`config.mk`:
```
export PLATFORM = sky130hd
export DESIGN_NAME = rpn_divider
export DESIGN_NICKNAME = d
export VERILOG_FILES = /design/src/hw/rtl/rpn_pkg.sv /design/src/hw/rtl/rpn_divider.sv
export SDC_FILE = /design/constraint.sdc
export NUM_CORES = 1
export LEC_CHECK = 0
export BUFFER_PORTS_ARGS = -buffer_cell sky130_fd_sc_hd__buf_2
export CAP_MARGIN = 20
export CORE_AREA = 2 2 113 137
export DETAILED_ROUTE_END_ITERATION = 10
export DIE_AREA = 0 0 115 139
export GPL_TIMING_DRIVEN = 0
export PLACE_DENSITY = 0.93
export SYNTH_ARGS = -nofsm -noshare
export SYNTH_HDL_FRONTEND = slang
export SYNTH_SLANG_ARGS = --single-unit
```
`constraint.sdc`:
```
create_clock -name clk -period 10 [get_ports clk]
set_clock_uncertainty 0.1 [all_clocks]
set_input_delay 2.5 -clock clk [delete_from_list [all_inputs] [get_ports clk]]
set_output_delay 2.5 -clock clk [all_outputs]
set_load 0.01 [all_outputs]
```
`src/hw/rtl/rpn_pkg.sv`:
```
// Package for the RPN stack calculator: stack geometry, operation codes,
// divider request and response structs for the datapath. No dependencies.
package rpn_pkg;

    localparam int StackDepth = 128;
    localparam int AddrW = $clog2(StackDepth);
    localparam int PtrW = $clog2(StackDepth + 1);
    localparam int DepthW = 8;
    localparam int ValW = 32;

    typedef enum logic [2:0] {
        OP_PUSH = 3'd0,
        OP_ADD = 3'd1,
        OP_SUB = 3'd2,
        OP_MUL = 3'd3,
        OP_DIV = 3'd4,
        OP_PRINT = 3'd5
    } op_t;

    typedef struct packed {
        logic start;
        logic signed [ValW-1:0] num;
        logic signed [ValW-1:0] den;
    } div_req_t;

    typedef struct packed {
        logic done;
        logic signed [ValW-1:0] quo;
    } div_rsp_t;

endpackage

```
`src/hw/rtl/rpn_divider.sv`:
```
// Iterative signed Q16.16 divider: (num * 65536) / den, truncated toward
// zero and saturated, one quotient bit per cycle. Depends on rpn_pkg.
module rpn_divider
    import rpn_pkg::*;
(
    input  logic     clk,
    input  logic     rst_n,
    input  div_req_t req,
    output div_rsp_t rsp
);

    localparam int NumW = 48;
    localparam int CntW = $clog2(NumW + 1);

    logic            busy_reg, busy_next;
    logic [CntW-1:0] cnt_reg, cnt_next;
    logic [NumW-1:0] quo_reg, quo_next;
    logic [32:0]     rem_reg, rem_next;
    logic [31:0]     den_reg, den_next;
    logic            neg_reg, neg_next;
    logic            done_reg, done_next;
    logic [33:0]     trial;
    logic [NumW:0]   sq;
    logic signed [NumW:0] sres;

    always_comb
    begin
        busy_next = busy_reg;
        cnt_next = cnt_reg;
        quo_next = quo_reg;
        rem_next = rem_reg;
        den_next = den_reg;
        neg_next = neg_reg;
        done_next = 1'b0;
        trial = {rem_reg, quo_reg[NumW-1]} - {2'b00, den_reg};
        if (req.start)
        begin
            busy_next = 1'b1;
            cnt_next = CntW'(NumW);
            quo_next = {(req.num[31] ? 32'(-req.num) : 32'(req.num)), 16'd0};
            rem_next = '0;
            den_next = req.den[31] ? 32'(-req.den) : 32'(req.den);
            neg_next = req.num[31] ^ req.den[31];
        end
        else if (busy_reg)
        begin
            if (!trial[33])
            begin
                rem_next = trial[32:0];
                quo_next = {quo_reg[NumW-2:0], 1'b1};
            end
            else
            begin
                rem_next = {rem_reg[31:0], quo_reg[NumW-1]};
                quo_next = {quo_reg[NumW-2:0], 1'b0};
            end
            cnt_next = cnt_reg - 1'b1;
            if (cnt_reg == CntW'(1))
            begin
                busy_next = 1'b0;
                done_next = 1'b1;
            end
        end
    end

    always_ff @(posedge clk or negedge rst_n)
    begin
        if (!rst_n)
        begin
            busy_reg <= 1'b0;
            done_reg <= 1'b0;
            cnt_reg <= '0;
        end
        else
        begin
            busy_reg <= busy_next;
            done_reg <= done_next;
            cnt_reg <= cnt_next;
        end
    end

    always_ff @(posedge clk)
    begin
        quo_reg <= quo_next;
        rem_reg <= rem_next;
        den_reg <= den_next;
        neg_reg <= neg_next;
    end

    always_comb
    begin
        sq = {1'b0, quo_reg};
        sres = neg_reg ? -$signed(sq) : $signed(sq);
        rsp.done = done_reg;
        if (sres > $signed({{17{1'b0}}, 32'h7FFFFFFF}))
            rsp.quo = 32'sh7FFFFFFF;
        else if (sres < $signed({{17{1'b1}}, 32'h80000000}))
            rsp.quo = 32'sh80000000;
        else
            rsp.quo = sres[31:0];
    end

endmodule

```
==> results of run 1 <==
worst paths after layout:
path	to	slack (ns)
max in group asynchronous	busy_reg$_DFF_PN0_	7.82
min reg2reg	rem_reg[8]$_SDFFE_PP0P_	0.40
max	rsp[2]	3.24
min in group asynchronous	cnt_reg[3]$_DFFE_PN0P_	1.81
max reg2reg	rem_reg[28]$_SDFFE_PP0P_	6.14
min	rem_reg[8]$_SDFFE_PP0P_	0.40
critical path, delay by kind of cell (launching register included):
| kind | cells | cell delay [ns] |
|---|---|---|
| and+or+nand+nor | 5 | 1.72 |
| buffers and inverters | 3 | 0.69 |
| AOI/OAI and AO/OA | 3 | 0.64 |
| DFF | 1 | 0.47 |
| xor gates and xnor gates | 1 | 0.21 |
layer usage:
metal,part of all wire (%),up-vias,global-route usage [%]
met5,0,-,0
met4,3.5,0,14.97
met3,6.0,69,4.808
met2,51,387,53.78
met1,40,3988,35.35
li1,-,4055,-
report_power, final:
group	switching, mW	total (mW)	internal, mW	leakage (nW)
logic	0.183	0.319	0.136	2.97
registers	0.0360	0.608	0.572	1.17
clock network	0.242	0.642	0.400	0.283
cell usage after synthesis, types with 18 or more instances:
cell type / number / share of area, %
inv_1: 49 / 2.0
a22o_1: 31 / 2.9
clkbuf_1: 36 / 1.4
o21ai_0: 63 / 3.4
a211oi_1: 20 / 1.6
or3_1: 28 / 1.9
or4_1: 20 / 1.6
nor2_1: 66 / 2.6
nand2_1: 75 / 3.0
xnor2_1: 85 / 7.9
nor3_1: 21 / 1.1
xor2_1: 49 / 4.6
edfxtp_1: 65 / 21
a21oi_1: 34 / 1.8
o31ai_1: 37 / 3.0
mux2i_1: 44 / 4.7
ha_1: 37 / 4.9
a21o_1: 18 / 1.4
dfxtp_1: 49 / 10
o21ai_2: 30 / 2.8
per-stage QoR:
stage	util [%]	power, mW	instance area [sq um]	setup WS (ns)
global route	73.02	1.627	10740	2.973
global placement	68.68	0.9182	10110	3.825
detailed placement	68.87	0.9294	10130	3.765
CTS	73.02	1.566	10740	3.260
floorplan	-	0.8324	9388	4.310
finish	73.02	1.570	10740	3.240
cells by family after synthesis:
kind of cell	Yosys count	share of synthesized area, %
compound gates	298	22.94
buf+inv	107	5.238
mux	45	4.811
flops	122	33.37
xor+xnor	134	12.50
fa+ha+maj	38	5.145
simple gates	284	15.99
layout make-up:
type	instances	area share, %
Tap cell	178	2.073
Timing Repair Buffer	100	4.868
Multi-Input combinational cell	799	53.64
Inverter	49	1.712
Buffer	58	2.865
Clock inverter	13	1.560
Sequential cell	122	29.16
Clock buffer	19	4.122
==> impl_metrics.yaml, run 1 <==
status:
  status: "completed"
finish:
  final_cells: 1338
  drive_above_1_share_pct: 16.55
  n_fill_cell: 1070
  antenna_cells: 0
  final_common_cell: "buf_2"
  mostFrequentLayoutCells: "105 x buf_2, 85 x xnor2_1, 75 x nand2_1, 66 x nor2_1, 65 x edfxtp_1"
  seqCellArea_sq_um: 3133
  area_growth_pct: 14.45
  multiInputGateArea_sq_um: 5763
  largest_reg_flops: 48
  fin_nets: 1252
global_route:
  grt_pass1_wl_microns: 39440
  grt_max_degree: 35
  antenna_found_initial: 0
  grt_pass1_vias: 8297
  grtUsageTotal_pct: 30.46
  gr-total-overflow: 0
cts:
  clock_tree.root_cell: "clkbuf_16"
  cts_tree: "yes"
  post_cts_resized: 0
  cts_hold_buf: 0
  clkTransAtPathRegs_ns: 0.06
  clock_sinks: 122
  insertion_delay_ns: 0.43
  cts_setup_buffers: 0
  cts-buffers-inserted: 17
  h-tree-depth: 4
  cts_buffer_depth: 2
setup_path:
  cpPeakStageDelay_ns: 0.62
  path_cells: "or4_1, nor4_2, nand4_1, buf_2, o41ai_2, xnor2_1, nand3_1, nor4_2, a31oi_2, buf_6, o21ai_2, buf_2"
  required_ns: 7.40
  r2r_start: "den_reg[13]$_DFFE_PP_"
  cp.arrival_ns: 4.16
  cp-start-kind: "flip-flop"
  path_max_fanout: 10
  crit_start: "quo_reg[18]$_DFFE_PP_"
  crit_path_end_kind: "output pin"
  r2r_cells: 13
  crit_slowest_cell: "or4_1"
  path_class: "reg2out"
drt:
  ant_nets: 0
  drt_wl_total_microns: 24000
  first_pass_iters: 5
  drt-initial-drc-count: 832
  vias: 8499
  drc: 0
  viasPerCell: 6.352
  post_drt_wl_per_cell_microns: 17.94
min_path:
  hp-start: "rem_reg[8]$_SDFFE_PP0P_"
  min_path_cells: 2
  min_path_type: "reg2reg"
yosys:
  ys_seq_area_share_pct: 33.37
  yosys_register_bits: 122
  synthArstFlopShare_pct: 6.557
  avgSynthCellArea_sq_um: 9.132
  yosys_warnings: 0
  synth_edf_count: 65
  ys_types: 72
  netlist_area_sq_um: 9388
  ys.flop_type: "edfxtp_1"
  synth_cells: 1028
  syn-num-nets: 1133
timing:
  whs_ns: 0.4023
  slew_headroom_pct: 47.55
  worst-slew-pin-transition_ns: 0.7868
  setup_violations: 0
  clock.fmax_mhz: 147.9
  timing.setup.tns_ns: 0
  fin_crit_ns: 6.760
  hold_viol: 0
  grt_setup_unrepaired: "false"
  maxSlewViolCount: 0
  timing.final.crit_share_pct: 67.60
power:
  ir_drop_uv: 97.06
  p_leak_nw: 4.416
  power.density_nw_per_um2: 146.1
placed_design:
  numPortBuffers: 99
  gp_congestion: 0.9407
  dp.cells: 1306
  dp_hpwl_microns: 17680
floorplanning:
  die_w_microns: 115
  dieArea_sq_um: 15990
  design.core.area_sq_um: 14710
  initial_core_util_pct: 63.80
  ios: 100
  std_cell_rows: 49
  die_y_microns: 139
run:
  drv_cap: 0
No activity file was read; power rests on OpenSTA's default activity.
==> run 2, diff against run 1 <==
ABC_AREA = 1   (was default)
CORE_AREA = 2 2 124 151   (was 2 2 113 137)
DIE_AREA = 0 0 126 153   (was 0 0 115 139)
PLACE_DENSITY = 0.88   (was 0.93)
clock period = 6.3 ns   (was 10 ns; I/O delays follow)
==> impl_metrics.yaml, run 2 <==
placed_design:
  gp_congestion: 1.038
  numPortBuffers: 97
  post_dp_cell_area_sq_um: 11490
  dp_hpwl_microns: 26450
cts:
  h-tree-depth: 4
  clkTransAtPathRegs_ns: 0.07
  cts_buffer_depth: 2
  cts_setup_buffers: 0
  cts_tree: "yes"
  cts_hold_buf: 0
  clock_tree.root_cell: "clkbuf_16"
  clock_sinks: 122
  insertion_delay_ns: 0.44
  post_cts_resized: 0
  cts-buffers-inserted: 17
yosys:
  synth.most_common_cell: "nand2_1"
  syn-num-nets: 1782
  synthArstFlopShare_pct: 6.557
  ys.flop_type: "edfxtp_1"
  synth_common_cells: "507 x nand2_1, 224 x inv_1, 203 x nor2_1"
  ys_top_cells_by_area: "edfxtp_1 18%, nand2_1 18%, dfxtp_1 9.2%"
  synth_area_leader_cell: "edfxtp_1"
  yosys_register_bits: 122
  ys_types: 50
  avgSynthCellArea_sq_um: 6.380
  netlist_area_sq_um: 10700
  synth_cells: 1677
  synth_top_area_share_pct: 18.24
  ys_seq_area_share_pct: 29.28
  yosys_warnings: 0
  synth_edf_count: 65
setup_path:
  cp.arrival_ns: 3.17
  path_max_fanout: 10
  crit_slowest_cell: "dfxtp_1"
  r2r_cells: 12
  path_cells: "inv_1, ha_1, nand2_2, nor2_8, nand2_2, nand2_4, nand2_1, nand2_1, nand2_1, nor2_1, nand3_1, nor2_1, nand2_1, nand2_2, nand3_4, buf_12, nand2_2, buf_2"
  required_ns: 4.62
  cpPeakStageDelay_ns: 0.35
  crit_path_end_kind: "output pin"
  path_class: "reg2out"
  cp-start-kind: "flip-flop"
power:
  p_leak_nw: 5.939
  ir_drop_uv: 176.1
  power.density_nw_per_um2: 210.1
finish:
  seqCellArea_sq_um: 3133
  fin_nets: 1899
  final_common_cell: "nand2_1"
  design_area_sq_um: 12100
  fin_util_pct: 67.82
  drive_above_1_share_pct: 13.39
  mostFrequentLayoutCells: "507 x nand2_1, 224 x inv_1, 203 x nor2_1, 110 x nand3_1, 103 x buf_2"
  multiInputGateArea_sq_um: 6446
  n_fill_cell: 1579
  area_growth_pct: 13.07
  largest_reg_flops: 48
  antenna_cells: 0
floorplanning:
  std_cell_rows: 54
  design.core.area_sq_um: 17840
  ios: 100
  dieArea_sq_um: 19280
  die_w_microns: 126
  die_y_microns: 153
  initial_core_util_pct: 59.98
timing:
  hold_viol: 0
  timing.setup.tns_ns: 0
  clock.fmax_mhz: 206.5
  whs_ns: 0.3769
  worst-slew-pin-transition_ns: 0.8412
  setup_violations: 0
  grt_setup_unrepaired: "false"
  slew_headroom_pct: 43.71
  timing.final.crit_share_pct: 76.87
  fin_crit_ns: 4.843
  maxSlewViolCount: 0
run:
  drv_cap: 0
drt:
  viasPerCell: 5.586
  drc: 0
  drt-initial-drc-count: 825
  ant_nets: 0
  vias: 11346
  first_pass_iters: 7
  drt_wl_total_microns: 32870
  post_drt_wl_per_cell_microns: 16.18
global_route:
  grt_pass1_wl_microns: 51830
  antenna_found_initial: 0
  grt_max_degree: 35
  grt_pass1_vias: 10863
  grtUsageTotal_pct: 33.70
  gr-total-overflow: 0
min_path:
  min_path_cells: 2
  min_path_type: "reg2reg"
status:
  status: "completed"
==> run 2: cell types whose count changed after synthesis, moves of 31 or more <==
cell	delta
a22o_1	-31
a21oi_1	+34
inv_1	+175
o31ai_1	-35
nand3_1	+95
o22ai_1	+36
nand2_2	+52
xnor2_1	-62
mux2i_1	-44
nor2_1	+137
nand2_1	+432
==> run 2: kinds of logic after synthesis <==
family / count (synthesis) / share of synthesized area (%)
AO/OA/AOI/OAI: 213 / 11.04
buffers and inverters: 270 / 10.47
XOR/XNOR: 62 / 5.146
adder cells (fa/ha/maj): 38 / 4.514
AND/OR/NAND/NOR: 972 / 39.55
flip-flops: 122 / 29.28
==> run 2: path summary, 6_finish.rpt <==
kind / from / endpoint / slack (ns)
max in group asynchronous: rst_n / cnt_reg[5]$_DFFE_PN0P_ / 5.06
worst max-delay path: quo_reg[0]$_SDFFE_PP0P_ / rsp[7] / 1.46
worst max register to register: quo_reg[47]$_DFFE_PP_ / rem_reg[26]$_SDFFE_PP0P_ / 3.01
min in group asynchronous: rst_n / cnt_reg[4]$_DFFE_PN0P_ / 0.86
worst min-delay path: rem_reg[28]$_SDFFE_PP0P_ / rem_reg[28]$_SDFFE_PP0P_ / 0.38
worst min register to register: rem_reg[28]$_SDFFE_PP0P_ / rem_reg[28]$_SDFFE_PP0P_ / 0.38
==> run 2: worst max-delay path, delay by kind of cell, from the launching register on <==
kind / cells / cell delay [ns]
adders and majority gates: 1 / 0.24
buffers and inverters: 3 / 0.52
DFF: 1 / 0.35
and+or+nand+nor: 14 / 1.61
==> run 2: layout make-up <==
type                            count  share of cell area (%)
Clock buffer                       19                   3.930
Tap cell                          224                   2.317
Inverter                          226                   7.012
Clock inverter                     13                   1.127
Multi-Input combinational cell   1285                   53.28
Buffer                             44                   2.255
Timing Repair Buffer               98                   4.178
Sequential cell                   122                   25.90
==> run 2: through the flow <==
stage / worst slack, ns / instances / power [mW]
3_3_place_gp: 1.240 / 1998 / 1.524
5_1_grt: 1.226 / 2031 / 2.652
4_1_cts: 1.429 / 2031 / 2.535
2_1_floorplan: 2.597 / 1677 / 1.346
3_5_place_dp: 1.786 / 1999 / 1.537
6_report: 1.457 / 2031 / 2.541
==> run 2: power breakdown <==
part / switching (mW) / internal, mW / leakage [nW]
sequential: 0.0417 / 0.901 / 1.16
clock: 0.432 / 0.576 / 0.306
combinational: 0.391 / 0.200 / 4.47
==> run 2: layer usage <==
layer | routed length (microns) | track usage (%) | up-vias
met3 | 1571 | 3.990 | 144
li1 | - | - | 5636
met2 | 16890 | 62.54 | 478
met4 | 2196 | 22.55 | 0
met5 | 0 | 0 | -
met1 | 12210 | 35.20 | 5088
==> run 3, diff against run 2 <==
ABC_AREA = 0   (was 1)
CORE_AREA = 2 2 118 143   (was 2 2 124 151)
DIE_AREA = 0 0 120 145   (was 0 0 126 153)
PLACE_DENSITY = 0.87   (was 0.88)
clock period = 4.7 ns   (was 6.3 ns; I/O delays follow)
==> impl_metrics.yaml, run 3 (same netlist as run 1, synthesis figures left out) <==
floorplanning:
  die_w_microns: 120
  dieArea_sq_um: 17400
  die_y_microns: 145
  design.core.area_sq_um: 16020
  std_cell_rows: 51
  ios: 100
  initial_core_util_pct: 58.61
power:
  ir_drop_uv: 285.5
  p_leak_nw: 4.526
  power.density_nw_per_um2: 288.4
cts:
  clock_tree.root_cell: "clkbuf_16"
  clkTransAtPathRegs_ns: 0.05
  cts_tree: "yes"
  cts_buffer_depth: 2
  cts_hold_buf: 0
  cts-buffers-inserted: 17
  insertion_delay_ns: 0.43
  h-tree-depth: 4
  clock_sinks: 122
timing:
  setup_violations: 31
  hold_viol: 0
  slew_headroom_pct: 48.42
  fin_ws_ns: -0.3566
  timing.setup.tns_ns: -9.379
  worst-slew-pin-transition_ns: 0.7737
  clock.fmax_mhz: 197.8
  maxSlewViolCount: 0
  timing.final.crit_share_pct: 107.6
  grt_setup_unrepaired: "true"
  fin_crit_ns: 5.057
finish:
  fin_util_pct: 68.43
  area_growth_pct: 16.75
  n_fill_cell: 1252
  largest_reg_flops: 48
  final_common_cell: "buf_2"
  drive_above_1_share_pct: 18.41
  antenna_cells: 0
  multiInputGateArea_sq_um: 5876
  seqCellArea_sq_um: 3133
  fin_nets: 1271
  mostFrequentLayoutCells: "104 x buf_2, 85 x xnor2_1, 75 x nand2_1, 65 x nor2_1, 65 x edfxtp_1"
run:
  drv_cap: 0
setup_path:
  crit_path_frequent_cell: "buf_4"
  path_cells: "or4_1, nor3_1, nand4_1, buf_4, buf_4, o41a_1, xnor2_1, nand3_1, nor4_4, a31oi_4, buf_8, o21ai_2, buf_2"
  path_class: "reg2out"
  required_ns: 3.42
  cp-start-kind: "flip-flop"
  path_delay_family: "simple AND/OR/NAND/NOR gates"
  path_max_fanout: 10
  crit_buf_inv: 4
  cp.arrival_ns: 3.78
  cpPeakStageDelay_ns: 0.55
  crit_path_end_kind: "output pin"
  crit_slowest_cell: "or4_1"
drt:
  drc: 0
  viasPerCell: 6.145
  drt-initial-drc-count: 755
  vias: 8547
  ant_nets: 0
  post_drt_wl_per_cell_microns: 17.38
  drt_wl_total_microns: 24170
  first_pass_iters: 5
placed_design:
  numPortBuffers: 99
  gp_congestion: 0.9208
  dp_hpwl_microns: 17370
global_route:
  antenna_found_initial: 0
  grt_pass1_wl_microns: 39140
  grt_max_degree: 35
  grtUsageTotal_pct: 27.59
  grt_pass1_vias: 8316
  gr-total-overflow: 0
status:
  status: "finished, violations left"
  violations: "negative setup slack"
min_path:
  min_path_type: "reg2reg"
run 3: cell types whose count changed in the layout (fill, tap and decap cells not counted), moves of 33 or more:
| cell | previous run | this run |
|---|---|---|
| a21oi_1 | 68 | 34 |
| xnor2_1 | 23 | 85 |
| nand2_2 | 52 | 0 |
| nand3_1 | 110 | 15 |
| mux2i_1 | 0 | 44 |
| o22ai_1 | 38 | 2 |
| nor2_1 | 203 | 65 |
| o31ai_1 | 2 | 35 |
| nand2_1 | 507 | 75 |
| inv_1 | 224 | 48 |
run 3: layout make-up:
class	count	area share, %
Sequential cell	122	28.58
Inverter	49	1.678
Buffer	58	2.945
Clock inverter	5	0.2283
Tap cell	212	2.420
Clock buffer	27	4.315
Multi-Input combinational cell	799	53.61
Timing Repair Buffer	119	6.221
run 3: repair_timing:
item	CTS	global route
cloned	1	0
buffers inserted	16	2
pin swaps	11	0
gates resized for setup	16	14
endpoints found under the setup margin	31	31
run 3: report_power, final:
group	internal [mW]	switching [mW]	total [mW]
logic	0.318	0.416	0.734
registers	1.22	0.0731	1.29
clock network	0.681	0.454	1.14
total	2.22	0.943	3.16
run 3: metal layers:
| layer | global-route usage [%] | share of wire [%] |
|---|---|---|
| met5 | 0 | 0 |
| met1 | 33.22 | 41 |
| met4 | 13.29 | 3.6 |
| met2 | 47.64 | 50 |
| met3 | 4.206 | 5.1 |
run 3: final timing paths:
kind / endpoint / slack [ns] / startpoint / depth (start not counted)
max in group asynchronous: cnt_reg[1]$_DFFE_PN0P_ / 3.82 / rst_n / 1
worst max register to register: rem_reg[25]$_SDFFE_PP0P_ / 0.92 / den_reg[13]$_DFFE_PP_ / 13
worst min register to register: rem_reg[23]$_SDFFE_PP0P_ / 0.39 / rem_reg[23]$_SDFFE_PP0P_ / 2
min in group asynchronous: cnt_reg[5]$_DFFE_PN0P_ / 0.49 / rst_n / 1
worst max-delay path: rsp[2] / -0.36 / quo_reg[1]$_SDFFE_PP0P_ / 13
worst min-delay path: rem_reg[23]$_SDFFE_PP0P_ / 0.39 / rem_reg[23]$_SDFFE_PP0P_ / 2
run 3: tightest hold or removal path, delay by kind of cell, from the launching register on:
kind / cells / cell delay, ns
AOI/OAI and AO/OA: 1 / 0.06
and+or+nand+nor: 1 / 0.05
DFF: 1 / 0.32
run 3: stage by stage:
stage / cells / hold slack (ns) / instance area, sq um / worst slack (ns) / power, mW
floorplan: 1028 / 0.3469 / 9388 / 0.3351 / 1.771
global placement: 1339 / 0.3706 / 10150 / -0.1806 / 1.957
detailed placement: 1340 / 0.3850 / 10180 / -0.2215 / 1.976
CTS: 1389 / 0.3925 / 10900 / -0.2927 / 3.138
global route: 1391 / 0.4254 / 10960 / -0.4553 / 3.294
finish: 1391 / 0.3919 / 10960 / -0.3566 / 3.161
